<file path="config.mk">
export PLATFORM = sky130hd
export DESIGN_NAME = ec_elgamal_point_cipher_flat
export DESIGN_NICKNAME = d
export VERILOG_FILES = /design/src/ecp_pkg.sv /design/src/ecp_in_if.sv /design/src/ecp_out_if.sv /design/src/ecp_serial.sv /design/src/ecp_seq.sv /design/src/ec_elgamal_point_cipher.sv /design/src/flat_wrapper.sv
export SDC_FILE = /design/constraint.sdc
export NUM_CORES = 2
export LEC_CHECK = 0
export BUFFER_PORTS_ARGS = -buffer_cell sky130_fd_sc_hd__buf_2
export CAP_MARGIN = 20
export CELL_PAD_IN_SITES_DETAIL_PLACEMENT = 0
export CELL_PAD_IN_SITES_GLOBAL_PLACEMENT = 1
export CORE_MARGIN = 1
export CORE_UTILIZATION = 50
export DETAILED_ROUTE_END_ITERATION = 10
export GPL_ROUTABILITY_DRIVEN = 0
export GPL_TIMING_DRIVEN = 0
export PLACE_DENSITY_LB_ADDON = 0.3
export SYNTH_ARGS = -nofsm -noshare
export SYNTH_HDL_FRONTEND = slang
export SYNTH_HIERARCHICAL = 1
export SYNTH_SLANG_ARGS = --single-unit
</file>
<file path="constraint.sdc">
create_clock -name clk -period 7.45 [get_ports clk]
set_clock_uncertainty 0.05 [all_clocks]
set_input_delay 0.3725 -clock clk [delete_from_list [all_inputs] [get_ports clk]]
set_output_delay 0.3725 -clock clk [all_outputs]
set_load 0.05 [all_outputs]
</file>
<file path="src/ecp_pkg.sv">
// Shared types and constants for the elliptic-curve ElGamal point cipher.
`default_nettype none
package ecp_pkg;

  // Serial field unit operation: restoring divide with quotient*m, or m*n.
  typedef enum logic {
    FU_DIV = 1'b0,
    FU_MUL = 1'b1
  } fu_mode_t;

  typedef struct packed {
    logic     start;
    fu_mode_t mode;
  } fu_req_t;

  typedef enum logic {
    ACT_ENCRYPT = 1'b0,
    ACT_DECRYPT = 1'b1
  } action_t;

  localparam int CFG_INDEX_W = 3;

  localparam logic [CFG_INDEX_W-1:0] REG_MODULUS = 3'd0;
  localparam logic [CFG_INDEX_W-1:0] REG_BASE_X  = 3'd1;
  localparam logic [CFG_INDEX_W-1:0] REG_BASE_Y  = 3'd2;
  localparam logic [CFG_INDEX_W-1:0] REG_PUB_X   = 3'd3;
  localparam logic [CFG_INDEX_W-1:0] REG_PUB_Y   = 3'd4;
  localparam logic [CFG_INDEX_W-1:0] REG_SECRET  = 3'd5;

  localparam int MODULUS_RESET = 751;
  localparam int BASE_Y_RESET  = 1;

endpackage
`default_nettype wire

</file>
<file path="src/ecp_in_if.sv">
// Input channel: one cipher request per transaction.
`default_nettype none
interface ecp_in_if #(
  parameter int COORD_BITS  = 16,
  parameter int SCALAR_BITS = 16
);
  logic                   valid;
  logic                   ready;
  logic                   action;
  logic [COORD_BITS-1:0]  first_x;
  logic [COORD_BITS-1:0]  first_y;
  logic [COORD_BITS-1:0]  second_x;
  logic [COORD_BITS-1:0]  second_y;
  logic [SCALAR_BITS-1:0] nonce;

  modport source (output valid, action, first_x, first_y, second_x, second_y, nonce,
                  input ready);
  modport sink (input valid, action, first_x, first_y, second_x, second_y, nonce,
                output ready);
endinterface
`default_nettype wire

</file>
<file path="src/ecp_out_if.sv">
// Output channel: one pair of result points per transaction.
`default_nettype none
interface ecp_out_if #(
  parameter int COORD_BITS = 16
);
  logic                  valid;
  logic                  ready;
  logic [COORD_BITS-1:0] out_a_x;
  logic [COORD_BITS-1:0] out_a_y;
  logic [COORD_BITS-1:0] out_b_x;
  logic [COORD_BITS-1:0] out_b_y;

  modport source (output valid, out_a_x, out_a_y, out_b_x, out_b_y, input ready);
  modport sink (input valid, out_a_x, out_a_y, out_b_x, out_b_y, output ready);
endinterface
`default_nettype wire

</file>
<file path="src/ecp_serial.sv">
// Bit-serial modular unit: multiply, or divide with quotient*m folded in.
`default_nettype none
module ecp_serial #(
  parameter int COORD_BITS = 16
) (
  input  wire                    clk,
  input  wire                    rst,
  input  ecp_pkg::fu_req_t       req,
  input  wire [COORD_BITS-1:0]   n,
  input  wire [COORD_BITS-1:0]   d,
  input  wire [COORD_BITS-1:0]   m,
  input  wire [COORD_BITS-1:0]   fm,
  output logic                   done,
  output logic [COORD_BITS-1:0]  rem,
  output logic [COORD_BITS-1:0]  prod
);
  import ecp_pkg::*;

  localparam int CNT_W = $clog2(COORD_BITS);

  logic                  busy;
  logic [CNT_W-1:0]      cnt;
  fu_mode_t              mode;
  logic [COORD_BITS-1:0] nsh;
  logic [COORD_BITS-1:0] dr;
  logic [COORD_BITS-1:0] mr;
  logic [COORD_BITS-1:0] fmr;
  logic [COORD_BITS-1:0] remr;
  logic [COORD_BITS-1:0] accr;

  logic                  bit_in;
  logic [COORD_BITS:0]   rsh;
  logic                  ge;
  logic [COORD_BITS:0]   rdiff;
  logic                  qbit;
  logic [COORD_BITS-1:0] a2;
  logic [COORD_BITS-1:0] acc_next;
  logic [COORD_BITS-1:0] rem_next;

  function automatic logic [COORD_BITS-1:0] fadd(input logic [COORD_BITS-1:0] a,
                                                 input logic [COORD_BITS-1:0] b,
                                                 input logic [COORD_BITS-1:0] p);
    logic [COORD_BITS:0] s;
    s = {1'b0, a} + {1'b0, b};
    if (s >= {1'b0, p}) begin
      s = s - {1'b0, p};
    end
    return s[COORD_BITS-1:0];
  endfunction

  always_comb begin
    bit_in   = nsh[COORD_BITS-1];
    rsh      = {remr, bit_in};
    ge       = (rsh >= {1'b0, dr});
    rdiff    = rsh - {1'b0, dr};
    rem_next = ge ? rdiff[COORD_BITS-1:0] : rsh[COORD_BITS-1:0];
    qbit     = (mode == FU_MUL) ? bit_in : ge;
    a2       = fadd(accr, accr, fmr);
    acc_next = qbit ? fadd(a2, mr, fmr) : a2;
  end

  always_ff @(posedge clk) begin
    if (rst) begin
      busy <= 1'b0;
      done <= 1'b0;
      cnt  <= '0;
    end else begin
      done <= 1'b0;
      if (req.start) begin
        busy <= 1'b1;
        cnt  <= '0;
        mode <= req.mode;
        nsh  <= n;
        dr   <= d;
        mr   <= m;
        fmr  <= fm;
        remr <= '0;
        accr <= '0;
      end else if (busy) begin
        nsh  <= nsh << 1;
        remr <= rem_next;
        accr <= acc_next;
        if (cnt == CNT_W'(COORD_BITS - 1)) begin
          busy <= 1'b0;
          done <= 1'b1;
        end else begin
          cnt <= cnt + 1'b1;
        end
      end
    end
  end

  assign rem  = remr;
  assign prod = accr;

  a_no_restart: assert property (@(posedge clk) disable iff (rst) req.start |-> !busy)
    else $error("serial unit restarted while busy");
  a_done_after_busy: assert property (@(posedge clk) disable iff (rst)
    done |-> $past(busy))
    else $error("done without a running operation");
  a_acc_reduced: assert property (@(posedge clk) disable iff (rst)
    busy |-> (accr < fmr))
    else $error("accumulator left the field");
  a_rem_below_div: assert property (@(posedge clk) disable iff (rst)
    (busy && mode == FU_DIV && cnt != '0) |-> (remr < dr))
    else $error("partial remainder not below divisor");

endmodule
`default_nettype wire

</file>
<file path="src/ecp_seq.sv">
// Point-level sequencer: reduction, scalar multiply, point add, inversion.
`default_nettype none
module ecp_seq #(
  parameter int COORD_BITS  = 16,
  parameter int SCALAR_BITS = 16
) (
  input  wire                    clk,
  input  wire                    rst,
  input  wire                    start,
  input  wire                    action,
  input  wire [COORD_BITS-1:0]   first_x,
  input  wire [COORD_BITS-1:0]   first_y,
  input  wire [COORD_BITS-1:0]   second_x,
  input  wire [COORD_BITS-1:0]   second_y,
  input  wire [SCALAR_BITS-1:0]  nonce,
  input  wire [COORD_BITS-1:0]   modulus,
  input  wire [COORD_BITS-1:0]   base_x,
  input  wire [COORD_BITS-1:0]   base_y,
  input  wire [COORD_BITS-1:0]   pub_x,
  input  wire [COORD_BITS-1:0]   pub_y,
  input  wire [SCALAR_BITS-1:0]  secret_scalar,
  output logic                   idle,
  output logic                   res_valid,
  input  wire                    res_take,
  output logic [COORD_BITS-1:0]  ra_x,
  output logic [COORD_BITS-1:0]  ra_y,
  output logic [COORD_BITS-1:0]  rb_x,
  output logic [COORD_BITS-1:0]  rb_y,
  output ecp_pkg::fu_req_t       fu_req,
  output logic [COORD_BITS-1:0]  fu_n,
  output logic [COORD_BITS-1:0]  fu_d,
  output logic [COORD_BITS-1:0]  fu_m,
  output logic [COORD_BITS-1:0]  fu_fm,
  input  wire                    fu_done,
  input  wire [COORD_BITS-1:0]   fu_rem,
  input  wire [COORD_BITS-1:0]   fu_prod
);
  import ecp_pkg::*;

  typedef enum logic [4:0] {
    S_IDLE, S_RED, S_REDW, S_SETUP, S_STEP, S_DBL, S_MEND, S_CHK, S_SQW,
    S_TRI, S_NUM, S_INV, S_DIVW, S_EUC, S_LAMW, S_L2W, S_RX, S_DX, S_DXW,
    S_RET, S_FIN
  } state_t;

  typedef enum logic [1:0] {
    SEL_ANS,
    SEL_DBL,
    SEL_FIN
  } sel_t;

  state_t                 state;
  sel_t                   sel;
  action_t                act;
  logic                   phase;
  logic [COORD_BITS-1:0]  fm;
  logic [COORD_BITS-1:0]  v [6];
  logic [2:0]             idx;
  logic [SCALAR_BITS-1:0] k;
  logic [SCALAR_BITS-1:0] kseed;
  logic [COORD_BITS-1:0]  accx, accy, ansx, ansy;
  logic [COORD_BITS-1:0]  num, den, lam;
  logic [COORD_BITS-1:0]  r0, r1, t0, t1;
  logic [COORD_BITS-1:0]  wx, wy;

  logic [COORD_BITS-1:0]  ux, uy, vx, vy;
  logic [2:0]             last_idx;

  function automatic logic [COORD_BITS-1:0] fadd(input logic [COORD_BITS-1:0] a,
                                                 input logic [COORD_BITS-1:0] b,
                                                 input logic [COORD_BITS-1:0] p);
    logic [COORD_BITS:0] s;
    s = {1'b0, a} + {1'b0, b};
    if (s >= {1'b0, p}) begin
      s = s - {1'b0, p};
    end
    return s[COORD_BITS-1:0];
  endfunction

  // a - b mod p for a, b < p; the true result is below p, so wrap is harmless
  function automatic logic [COORD_BITS-1:0] fsub(input logic [COORD_BITS-1:0] a,
                                                 input logic [COORD_BITS-1:0] b,
                                                 input logic [COORD_BITS-1:0] p);
    logic [COORD_BITS:0] s;
    if (a >= b) begin
      s = {1'b0, a} - {1'b0, b};
    end else begin
      s = {1'b0, a} + {1'b0, p} - {1'b0, b};
    end
    return s[COORD_BITS-1:0];
  endfunction

  always_comb begin
    unique case (sel)
      SEL_ANS: begin
        ux = ansx; uy = ansy; vx = accx; vy = accy;
      end
      SEL_DBL: begin
        ux = accx; uy = accy; vx = accx; vy = accy;
      end
      default: begin
        ux = (act == ACT_DECRYPT) ? v[2] : v[0];
        uy = (act == ACT_DECRYPT) ? v[3] : v[1];
        vx = ansx; vy = ansy;
      end
    endcase
    last_idx = (act == ACT_DECRYPT) ? 3'd3 : 3'd5;
  end

  assign idle      = (state == S_IDLE);
  assign res_valid = (state == S_FIN);
  assign fu_fm     = fm;

  always_ff @(posedge clk) begin
    if (rst) begin
      state  <= S_IDLE;
      fu_req <= '{start: 1'b0, mode: FU_DIV};
    end else begin
      fu_req.start <= 1'b0;
      unique case (state)
        S_IDLE: begin
          if (start) begin
            act   <= action_t'(action);
            fm    <= modulus;
            idx   <= '0;
            phase <= 1'b0;
            v[0]  <= first_x;
            v[1]  <= first_y;
            if (action_t'(action) == ACT_DECRYPT) begin
              v[2]  <= second_x;
              v[3]  <= second_y;
              v[4]  <= '0;
              v[5]  <= '0;
              kseed <= secret_scalar;
            end else begin
              v[2]  <= base_x;
              v[3]  <= base_y;
              v[4]  <= pub_x;
              v[5]  <= pub_y;
              kseed <= nonce;
            end
            if (modulus < COORD_BITS'(2)) begin
              ra_x  <= '0;
              ra_y  <= '0;
              rb_x  <= '0;
              rb_y  <= '0;
              state <= S_FIN;
            end else begin
              state <= S_RED;
            end
          end
        end
        S_RED: begin
          fu_req <= '{start: 1'b1, mode: FU_DIV};
          fu_n   <= v[idx];
          fu_d   <= fm;
          fu_m   <= '0;
          state  <= S_REDW;
        end
        S_REDW: begin
          if (fu_done) begin
            v[idx] <= fu_rem;
            if (idx == last_idx) begin
              state <= S_SETUP;
            end else begin
              idx   <= idx + 1'b1;
              state <= S_RED;
            end
          end
        end
        S_SETUP: begin
          ansx <= '0;
          ansy <= '0;
          k    <= kseed;
          if (act == ACT_DECRYPT) begin
            accx <= v[0];
            accy <= fsub('0, v[1], fm);
          end else if (!phase) begin
            accx <= v[2];
            accy <= v[3];
          end else begin
            accx <= v[4];
            accy <= v[5];
          end
          state <= S_STEP;
        end
        S_STEP: begin
          if (k == '0) begin
            state <= S_MEND;
          end else if (k[0]) begin
            sel   <= SEL_ANS;
            state <= S_CHK;
          end else begin
            state <= S_DBL;
          end
        end
        S_DBL: begin
          k <= k >> 1;
          // last doubling is never used
          if ((k >> 1) == '0) begin
            state <= S_MEND;
          end else begin
            sel   <= SEL_DBL;
            state <= S_CHK;
          end
        end
        S_MEND: begin
          if (act == ACT_ENCRYPT && !phase) begin
            ra_x  <= ansx;
            ra_y  <= ansy;
            phase <= 1'b1;
            state <= S_SETUP;
          end else begin
            sel   <= SEL_FIN;
            state <= S_CHK;
          end
        end
        S_CHK: begin
          if (ux == '0 && uy == '0) begin
            wx    <= vx;
            wy    <= vy;
            state <= S_RET;
          end else if (vx == '0 && vy == '0) begin
            wx    <= ux;
            wy    <= uy;
            state <= S_RET;
          end else if (ux == vx && uy == vy) begin
            fu_req <= '{start: 1'b1, mode: FU_MUL};
            fu_n   <= ux;
            fu_m   <= ux;
            state  <= S_SQW;
          end else begin
            num   <= fsub(uy, vy, fm);
            den   <= fsub(ux, vx, fm);
            state <= S_INV;
          end
        end
        S_SQW: begin
          if (fu_done) begin
            lam   <= fu_prod;
            num   <= fadd(fu_prod, fu_prod, fm);
            state <= S_TRI;
          end
        end
        S_TRI: begin
          num   <= fadd(num, lam, fm);
          state <= S_NUM;
        end
        S_NUM: begin
          // 3x^2 + a with a = -1
          num   <= fsub(num, COORD_BITS'(1), fm);
          den   <= fadd(uy, uy, fm);
          state <= S_INV;
        end
        S_INV: begin
          if (den == '0) begin
            wx    <= '0;
            wy    <= '0;
            state <= S_RET;
          end else begin
            r0     <= fm;
            r1     <= den;
            t0     <= '0;
            t1     <= COORD_BITS'(1);
            fu_req <= '{start: 1'b1, mode: FU_DIV};
            fu_n   <= fm;
            fu_d   <= den;
            fu_m   <= COORD_BITS'(1);
            state  <= S_DIVW;
          end
        end
        S_DIVW: begin
          // one Euclid step: remainder and t0 - q*t1
          if (fu_done) begin
            r0    <= r1;
            r1    <= fu_rem;
            t0    <= t1;
            t1    <= fsub(t0, fu_prod, fm);
            state <= S_EUC;
          end
        end
        S_EUC: begin
          if (r1 == '0) begin
            if (r0 != COORD_BITS'(1)) begin
              wx    <= '0;
              wy    <= '0;
              state <= S_RET;
            end else begin
              fu_req <= '{start: 1'b1, mode: FU_MUL};
              fu_n   <= num;
              fu_m   <= t0;
              state  <= S_LAMW;
            end
          end else begin
            fu_req <= '{start: 1'b1, mode: FU_DIV};
            fu_n   <= r0;
            fu_d   <= r1;
            fu_m   <= t1;
            state  <= S_DIVW;
          end
        end
        S_LAMW: begin
          if (fu_done) begin
            lam    <= fu_prod;
            fu_req <= '{start: 1'b1, mode: FU_MUL};
            fu_n   <= fu_prod;
            fu_m   <= fu_prod;
            state  <= S_L2W;
          end
        end
        S_L2W: begin
          if (fu_done) begin
            wx    <= fsub(fu_prod, ux, fm);
            state <= S_RX;
          end
        end
        S_RX: begin
          wx    <= fsub(wx, vx, fm);
          state <= S_DX;
        end
        S_DX: begin
          fu_req <= '{start: 1'b1, mode: FU_MUL};
          fu_n   <= lam;
          fu_m   <= fsub(ux, wx, fm);
          state  <= S_DXW;
        end
        S_DXW: begin
          if (fu_done) begin
            wy    <= fsub(fu_prod, uy, fm);
            state <= S_RET;
          end
        end
        S_RET: begin
          unique case (sel)
            SEL_ANS: begin
              ansx  <= wx;
              ansy  <= wy;
              state <= S_DBL;
            end
            SEL_DBL: begin
              accx  <= wx;
              accy  <= wy;
              state <= S_STEP;
            end
            default: begin
              if (act == ACT_DECRYPT) begin
                ra_x <= wx;
                ra_y <= wy;
                rb_x <= '0;
                rb_y <= '0;
              end else begin
                rb_x <= wx;
                rb_y <= wy;
              end
              state <= S_FIN;
            end
          endcase
        end
        S_FIN: begin
          if (res_take) begin
            state <= S_IDLE;
          end
        end
        default: state <= S_IDLE;
      endcase
    end
  end

endmodule
`default_nettype wire

</file>
<file path="src/ec_elgamal_point_cipher.sv">
// Top level of the elliptic-curve ElGamal point cipher.
//
//   channel | dir | handshake       | carries
//   --------+-----+-----------------+------------------------------------------
//   in_ch   | in  | valid/ready     | action, first_x/y, second_x/y, nonce
//   out_ch  | out | valid/ready     | out_a_x/y, out_b_x/y
//   cfg     | in  | cfg_we only     | cfg_index, cfg_data (no read-back)
//
// One request is worked at a time. All field arithmetic runs on the
// bit-serial field unit; a point add is up to four multiplies plus up to
// about 1.5*COORD_BITS Euclid steps. An item runs up to 2*SCALAR_BITS
// point adds per scalar multiply, fewer for short scalars.
// Reset (rst, synchronous) loads the default curve registers and idles the
// sequencer. A finished result sits in the output register while the next
// request is accepted; the sequencer only stalls if that register is full.
`default_nettype none
module ec_elgamal_point_cipher #(
  parameter int COORD_BITS  = 16,
  parameter int SCALAR_BITS = 16
) (
  input  wire                                   clk,
  input  wire                                   rst,
  input  wire                                   cfg_we,
  input  wire [ecp_pkg::CFG_INDEX_W-1:0]        cfg_index,
  input  wire [((COORD_BITS > SCALAR_BITS) ? COORD_BITS : SCALAR_BITS)-1:0] cfg_data,
  ecp_in_if.sink                                in_ch,
  ecp_out_if.source                             out_ch
);
  import ecp_pkg::*;

  // configuration registers
  logic [COORD_BITS-1:0]  modulus;
  logic [COORD_BITS-1:0]  base_x;
  logic [COORD_BITS-1:0]  base_y;
  logic [COORD_BITS-1:0]  pub_x;
  logic [COORD_BITS-1:0]  pub_y;
  logic [SCALAR_BITS-1:0] secret_scalar;

  // output register
  logic                  out_valid;
  logic [COORD_BITS-1:0] out_a_x, out_a_y, out_b_x, out_b_y;

  logic                  seq_idle;
  logic                  res_valid;
  logic                  res_take;
  logic                  in_take;
  logic [COORD_BITS-1:0] ra_x, ra_y, rb_x, rb_y;

  fu_req_t               fu_req;
  logic [COORD_BITS-1:0] fu_n, fu_d, fu_m, fu_fm;
  logic                  fu_done;
  logic [COORD_BITS-1:0] fu_rem, fu_prod;

  always_ff @(posedge clk) begin
    if (rst) begin
      modulus       <= COORD_BITS'(MODULUS_RESET);
      base_x        <= '0;
      base_y        <= COORD_BITS'(BASE_Y_RESET);
      pub_x         <= '0;
      pub_y         <= '0;
      secret_scalar <= '0;
    end else if (cfg_we) begin
      unique case (cfg_index)
        REG_MODULUS: modulus       <= cfg_data[COORD_BITS-1:0];
        REG_BASE_X:  base_x        <= cfg_data[COORD_BITS-1:0];
        REG_BASE_Y:  base_y        <= cfg_data[COORD_BITS-1:0];
        REG_PUB_X:   pub_x         <= cfg_data[COORD_BITS-1:0];
        REG_PUB_Y:   pub_y         <= cfg_data[COORD_BITS-1:0];
        REG_SECRET:  secret_scalar <= cfg_data[SCALAR_BITS-1:0];
        default: ;
      endcase
    end
  end

  assign in_ch.ready = seq_idle;
  assign in_take     = in_ch.valid && seq_idle;
  // result moves to the output register once it is empty or being drained
  assign res_take    = res_valid && (!out_valid || out_ch.ready);

  always_ff @(posedge clk) begin
    if (rst) begin
      out_valid <= 1'b0;
    end else begin
      if (res_take) begin
        out_valid <= 1'b1;
        out_a_x   <= ra_x;
        out_a_y   <= ra_y;
        out_b_x   <= rb_x;
        out_b_y   <= rb_y;
      end else if (out_ch.ready) begin
        out_valid <= 1'b0;
      end
    end
  end

  assign out_ch.valid   = out_valid;
  assign out_ch.out_a_x = out_a_x;
  assign out_ch.out_a_y = out_a_y;
  assign out_ch.out_b_x = out_b_x;
  assign out_ch.out_b_y = out_b_y;

  ecp_seq #(
    .COORD_BITS  (COORD_BITS),
    .SCALAR_BITS (SCALAR_BITS)
  ) u_seq (
    .clk           (clk),
    .rst           (rst),
    .start         (in_take),
    .action        (in_ch.action),
    .first_x       (in_ch.first_x),
    .first_y       (in_ch.first_y),
    .second_x      (in_ch.second_x),
    .second_y      (in_ch.second_y),
    .nonce         (in_ch.nonce),
    .modulus       (modulus),
    .base_x        (base_x),
    .base_y        (base_y),
    .pub_x         (pub_x),
    .pub_y         (pub_y),
    .secret_scalar (secret_scalar),
    .idle          (seq_idle),
    .res_valid     (res_valid),
    .res_take      (res_take),
    .ra_x          (ra_x),
    .ra_y          (ra_y),
    .rb_x          (rb_x),
    .rb_y          (rb_y),
    .fu_req        (fu_req),
    .fu_n          (fu_n),
    .fu_d          (fu_d),
    .fu_m          (fu_m),
    .fu_fm         (fu_fm),
    .fu_done       (fu_done),
    .fu_rem        (fu_rem),
    .fu_prod       (fu_prod)
  );

  ecp_serial #(
    .COORD_BITS (COORD_BITS)
  ) u_serial (
    .clk  (clk),
    .rst  (rst),
    .req  (fu_req),
    .n    (fu_n),
    .d    (fu_d),
    .m    (fu_m),
    .fm   (fu_fm),
    .done (fu_done),
    .rem  (fu_rem),
    .prod (fu_prod)
  );

endmodule
`default_nettype wire
</file>
<file path="src/flat_wrapper.sv">
// flat-port wrapper written by rule: the top's interface ports become plain ports
module ec_elgamal_point_cipher_flat import ecp_pkg::*;
#(
  parameter int COORD_BITS  = 16,
  parameter int SCALAR_BITS = 16
)
  (clk, rst, cfg_we, cfg_index, cfg_data, in_ch_valid, in_ch_action, in_ch_first_x, in_ch_first_y, in_ch_second_x, in_ch_second_y, in_ch_nonce, in_ch_ready, out_ch_valid, out_ch_out_a_x, out_ch_out_a_y, out_ch_out_b_x, out_ch_out_b_y, out_ch_ready);
  ecp_in_if #(.COORD_BITS(COORD_BITS), .SCALAR_BITS(SCALAR_BITS)) in_ch_i ();
  ecp_out_if #(.COORD_BITS(COORD_BITS)) out_ch_i ();
  input  wire clk;
  input  wire rst;
  input  wire cfg_we;
  input  wire [ecp_pkg::CFG_INDEX_W-1:0] cfg_index;
  input  wire [((COORD_BITS > SCALAR_BITS) ? COORD_BITS : SCALAR_BITS)-1:0] cfg_data;
  input wire logic [$bits(in_ch_i.valid)-1:0] in_ch_valid;
  input wire logic [$bits(in_ch_i.action)-1:0] in_ch_action;
  input wire logic [$bits(in_ch_i.first_x)-1:0] in_ch_first_x;
  input wire logic [$bits(in_ch_i.first_y)-1:0] in_ch_first_y;
  input wire logic [$bits(in_ch_i.second_x)-1:0] in_ch_second_x;
  input wire logic [$bits(in_ch_i.second_y)-1:0] in_ch_second_y;
  input wire logic [$bits(in_ch_i.nonce)-1:0] in_ch_nonce;
  output wire logic [$bits(in_ch_i.ready)-1:0] in_ch_ready;
  output wire logic [$bits(out_ch_i.valid)-1:0] out_ch_valid;
  output wire logic [$bits(out_ch_i.out_a_x)-1:0] out_ch_out_a_x;
  output wire logic [$bits(out_ch_i.out_a_y)-1:0] out_ch_out_a_y;
  output wire logic [$bits(out_ch_i.out_b_x)-1:0] out_ch_out_b_x;
  output wire logic [$bits(out_ch_i.out_b_y)-1:0] out_ch_out_b_y;
  input wire logic [$bits(out_ch_i.ready)-1:0] out_ch_ready;
  assign in_ch_i.valid = in_ch_valid;
  assign in_ch_i.action = in_ch_action;
  assign in_ch_i.first_x = in_ch_first_x;
  assign in_ch_i.first_y = in_ch_first_y;
  assign in_ch_i.second_x = in_ch_second_x;
  assign in_ch_i.second_y = in_ch_second_y;
  assign in_ch_i.nonce = in_ch_nonce;
  assign in_ch_ready = in_ch_i.ready;
  assign out_ch_valid = out_ch_i.valid;
  assign out_ch_out_a_x = out_ch_i.out_a_x;
  assign out_ch_out_a_y = out_ch_i.out_a_y;
  assign out_ch_out_b_x = out_ch_i.out_b_x;
  assign out_ch_out_b_y = out_ch_i.out_b_y;
  assign out_ch_i.ready = out_ch_ready;
  ec_elgamal_point_cipher #(.COORD_BITS(COORD_BITS), .SCALAR_BITS(SCALAR_BITS)) u_core (.clk(clk), .rst(rst), .cfg_we(cfg_we), .cfg_index(cfg_index), .cfg_data(cfg_data), .in_ch(in_ch_i), .out_ch(out_ch_i));
endmodule
</file>
==> impl_metrics.json <==
{
  "hp-start": "in_ch_second_y[11]",
  "clk_root_buffer_cell": "clkbuf_16",
  "path_clk_slew_ns": 0.07,
  "hold_viol_final": 0,
  "route.met3.wl_um": 28800,
  "die_h_um": 341,
  "viasPerCell": 6.48,
  "min_period_ns": 7.19,
  "yosysWarningCount": 6,
  "setup-violations-final": 0,
  "critPathLaunch": "u_core/u_seq/act",
  "drtIter0Drc": 7318,
  "synth-seq-cells": 777,
  "largest_reg_flops": 128,
  "cp.required_ns": 7.77,
  "outcome": "complete, no violations",
  "core_area_um2": 113000,
  "grt_max_degree": 33,
  "syn_to_final_growth_pct": 13.1,
  "via_count": 51019,
  "grt_pass1_wl_um": 317000,
  "syn-cell-area_um2": 57400,
  "dieArea_um2": 116000,
  "synthFlopType": "edfxtp_1",
  "wl_um": 225000,
  "track_usage": 0.374,
  "critPathMaxStageDelay_ns": 0.90,
  "io_pins": 171,
  "ys_async_sr_fraction": 0,
  "worst_pin_slew_ns": 1.38,
  "crit_fanout": 10,
  "timing.hold.ws_ns": 0.0287,
  "yosysSeqAreaShare": 0.387,
  "end_kind": "register",
  "cellPowerDensity_nw_per_um2": 309,
  "start_util": 0.507,
  "fmaxAchievable_ghz": 0.139,
  "port_buffers": 170,
  "hold_class": "input port to register",
  "drive_gt1_frac": 0.102,
  "drtPass1Iterations": 10,
  "p_leak_nw": 26.6,
  "wl_met2_um": 94600,
  "slew_viol_final": 0,
  "post-route-period-util": 0.965,
  "cp.arrival_ns": 7.51,
  "highest_layer": "met5",
  "grt_pass1_vias": 47578,
  "h-tree-depth": 3,
  "ys_types": 122,
  "cts_buffer_depth": 3,
  "n_fill_cell": 9813,
  "clock_latency_ns": 0.71,
  "cts_tree": "yes",
  "worst_r2r_endpoint": "u_core/u_seq/den[12]",
  "avgRoutedWirePerCell_um": 28.5,
  "fp.dieW_um": 341,
  "ant_nets": 0,
  "startpoint_type": "register",
  "criticalPathCategory": "register to register",
  "rows": 123,
  "worst-r2r-cell-count": 23,
  "syn_avg_cell_area_um2": 9.75,
  "holdPathEnd": "u_core/u_seq/v[3][11]",
  "grt_antenna_before_repair": 8,
  "cts_sinks": 777,
  "reg2reg_from": "u_core/u_seq/act",
  "syn_inst": 5888,
  "total_power_mw": 20.1,
  "ir_drop_mv": 0.210,
  "met1Wirelength_um": 85800,
  "hold_depth": 3,
  "cp_cell_sequence": "buf_2, buf_4, mux2i_1, mux2i_1, ha_1, inv_1, fa_1, nand3b_1, a21boi_0, o21ai_0, a21boi_0, o21a_1, nor2_1, xnor2_1, ha_1, a21o_1, a21o_1, a21oi_1, nor2_1, a221o_1, a31oi_1, o311ai_1, a22oi_1",
  "cts_made_buffers": 85,
  "synth_edf_count": 664,
  "dp_hpwl_um": 171000,
  "drc": 0,
  "drv_cap": 0,
  "largest-register": "u_core/u_seq/v",
  "maxSlewHeadroom": 0.0807,
  "crit_slowest_cell": "mux2i_1",
  "grt_overflow_total": 0,
  "rrSetupSlack_ns": 0.26,
  "fin_nets": 6908,
  "synthesis.nets": 6503
}
[cells in the mapped netlist, drive strengths merged (30+ instances only)]
master  number  area (um2)
xnor2      202        1770
o211ai      47         353
a211oi      82         621
or3         49         308
nand4       57         357
a21o        92         692
o21ai      332        1660
a22oi       32         240
mux2i      348        3490
clkbuf     136         531
inv        406        1520
nand2b     152         951
and2        38         239
o21a        54         405
a31oi       61         403
a221oi      30         269
nor2b       90         563
nor2       418        1590
nor4        65         419
o21bai      31         233
a21oi      372        1870
fa          68        1360
edfxtp     664       19900
buf         79         473
nand3       88         440
mux2        85         957
xor2       113         990
a22o        37         333
and3        41         258
nand2      581        2180
mux4        32         721
ha         442        5530
nor3       136         697
dfxtp      113        2260
[layout make-up]
cell class	instances	area, um2	area share
inverters	406	1520	0.0235
repair buffers	318	2520	0.0388
plain buffers	215	1010	0.0155
flip-flops and latches	777	22200	0.342
multi-input cells	4490	32800	0.506
diodes	11	27.5	0.000424
well taps	1500	1880	0.0289
clock buffers	115	2310	0.0356
clock inverters	43	612	0.00943
[metal layers]
| layer | vias up | global-route usage |
|---|---|---|
| li1 | 22478 | - |
| met1 | 24368 | 0.481 |
| met2 | 3352 | 0.553 |
| met3 | 813 | 0.120 |
| met4 | 8 | 0.216 |
| met5 | - | 0 |
[worst max-delay path, delay by kind of cell, from the launching register on]
kind | cells | cell delay [ns]
adder cells (fa/ha/maj) | 3 | 1.16
AO/OA/AOI/OAI | 11 | 2.88
buffers and inverters | 3 | 0.62
multiplexers | 2 | 1.09
XOR/XNOR | 1 | 0.35
AND/OR/NAND/NOR | 3 | 0.33
flip-flops | 1 | 0.35
[layout by cell type (no fill, tap or decap), types with 78 or more instances in the layout]
cell / n
nand2b_1: 152
nor2b_1: 90
clkbuf_16: 86
clkbuf_1: 156
a21oi_1: 368
xnor2_1: 202
mux2i_1: 346
nor3_1: 134
nand2_1: 581
xor2_1: 113
a211oi_1: 78
o21ai_0: 250
o21ai_1: 82
nand3_1: 88
edfxtp_1: 664
ha_1: 442
nor2_1: 410
a21o_1: 91
inv_1: 403
buf_2: 216
mux2_2: 80
dfxtp_1: 113
[what timing repair did]
action | 4_1_cts | 5_1_grt
hold endpoints to repair | 64 | 0
hold buffers | 63 | 0
resized for setup | 2 | 7
pin swaps | 0 | 0
setup endpoints to repair | 13 | 18
setup buffers | 2 | 23
cloned | 0 | 0
[report_power, final]
| part | switching [mW] | leakage (nW) | internal (mW) |
|---|---|---|---|
| Sequential | 0.441 | 6.97 | 5.31 |
| Clock | 1.89 | 1.40 | 2.53 |
| Combinational | 6.11 | 18.2 | 3.79 |
| Total | 8.44 | 26.6 | 11.6 |
[logic make-up (layout without fill, tap and decap cells)]
logic type / count (synthesis) / after routing / share of synthesized area
XOR/XNOR: 316 / 316 / 0.0485
buffers and inverters: 621 / 1097 / 0.0440
flip-flops: 777 / 777 / 0.387
adder cells (fa/ha/maj): 510 / 510 / 0.120
multiplexers: 465 / 465 / 0.0900
AND/OR/NAND/NOR: 1801 / 1801 / 0.151
AO/OA/AOI/OAI: 1398 / 1398 / 0.159
other: 0 / 11 / 0
[through the flow]
step	utilization	cells	TNS (ns)	area (um2)	worst slack, ns
after floorplan	-	5888	0	57400	0.885
after global placement	0.532	7558	-219.24	60100	-2.76
after detailed placement	0.538	7603	-0.815	60800	-0.154
after CTS	0.569	7826	0	64400	0.00587
after global routing	0.574	7864	-0.00497	64900	-0.00497
final	0.574	7875	0	64900	0.259
[how the worst max path moves through the flow]
stage | slack (ns) | endpoint | cells after the start
after floorplan | 0.88 | u_core/out_ch.out_a_x[0] | 6
after global placement | -2.76 | u_core/out_ch.out_b_x[12] | 6
after detailed placement | -0.15 | u_core/u_serial/prod[14] | 25
after CTS | 0.006 | u_core/u_serial/prod[4] | 27
after global routing | -0.005 | u_core/u_serial/prod[4] | 27
final | 0.26 | u_core/u_seq/den[12] | 23
(Power assumes the default switching activity.)
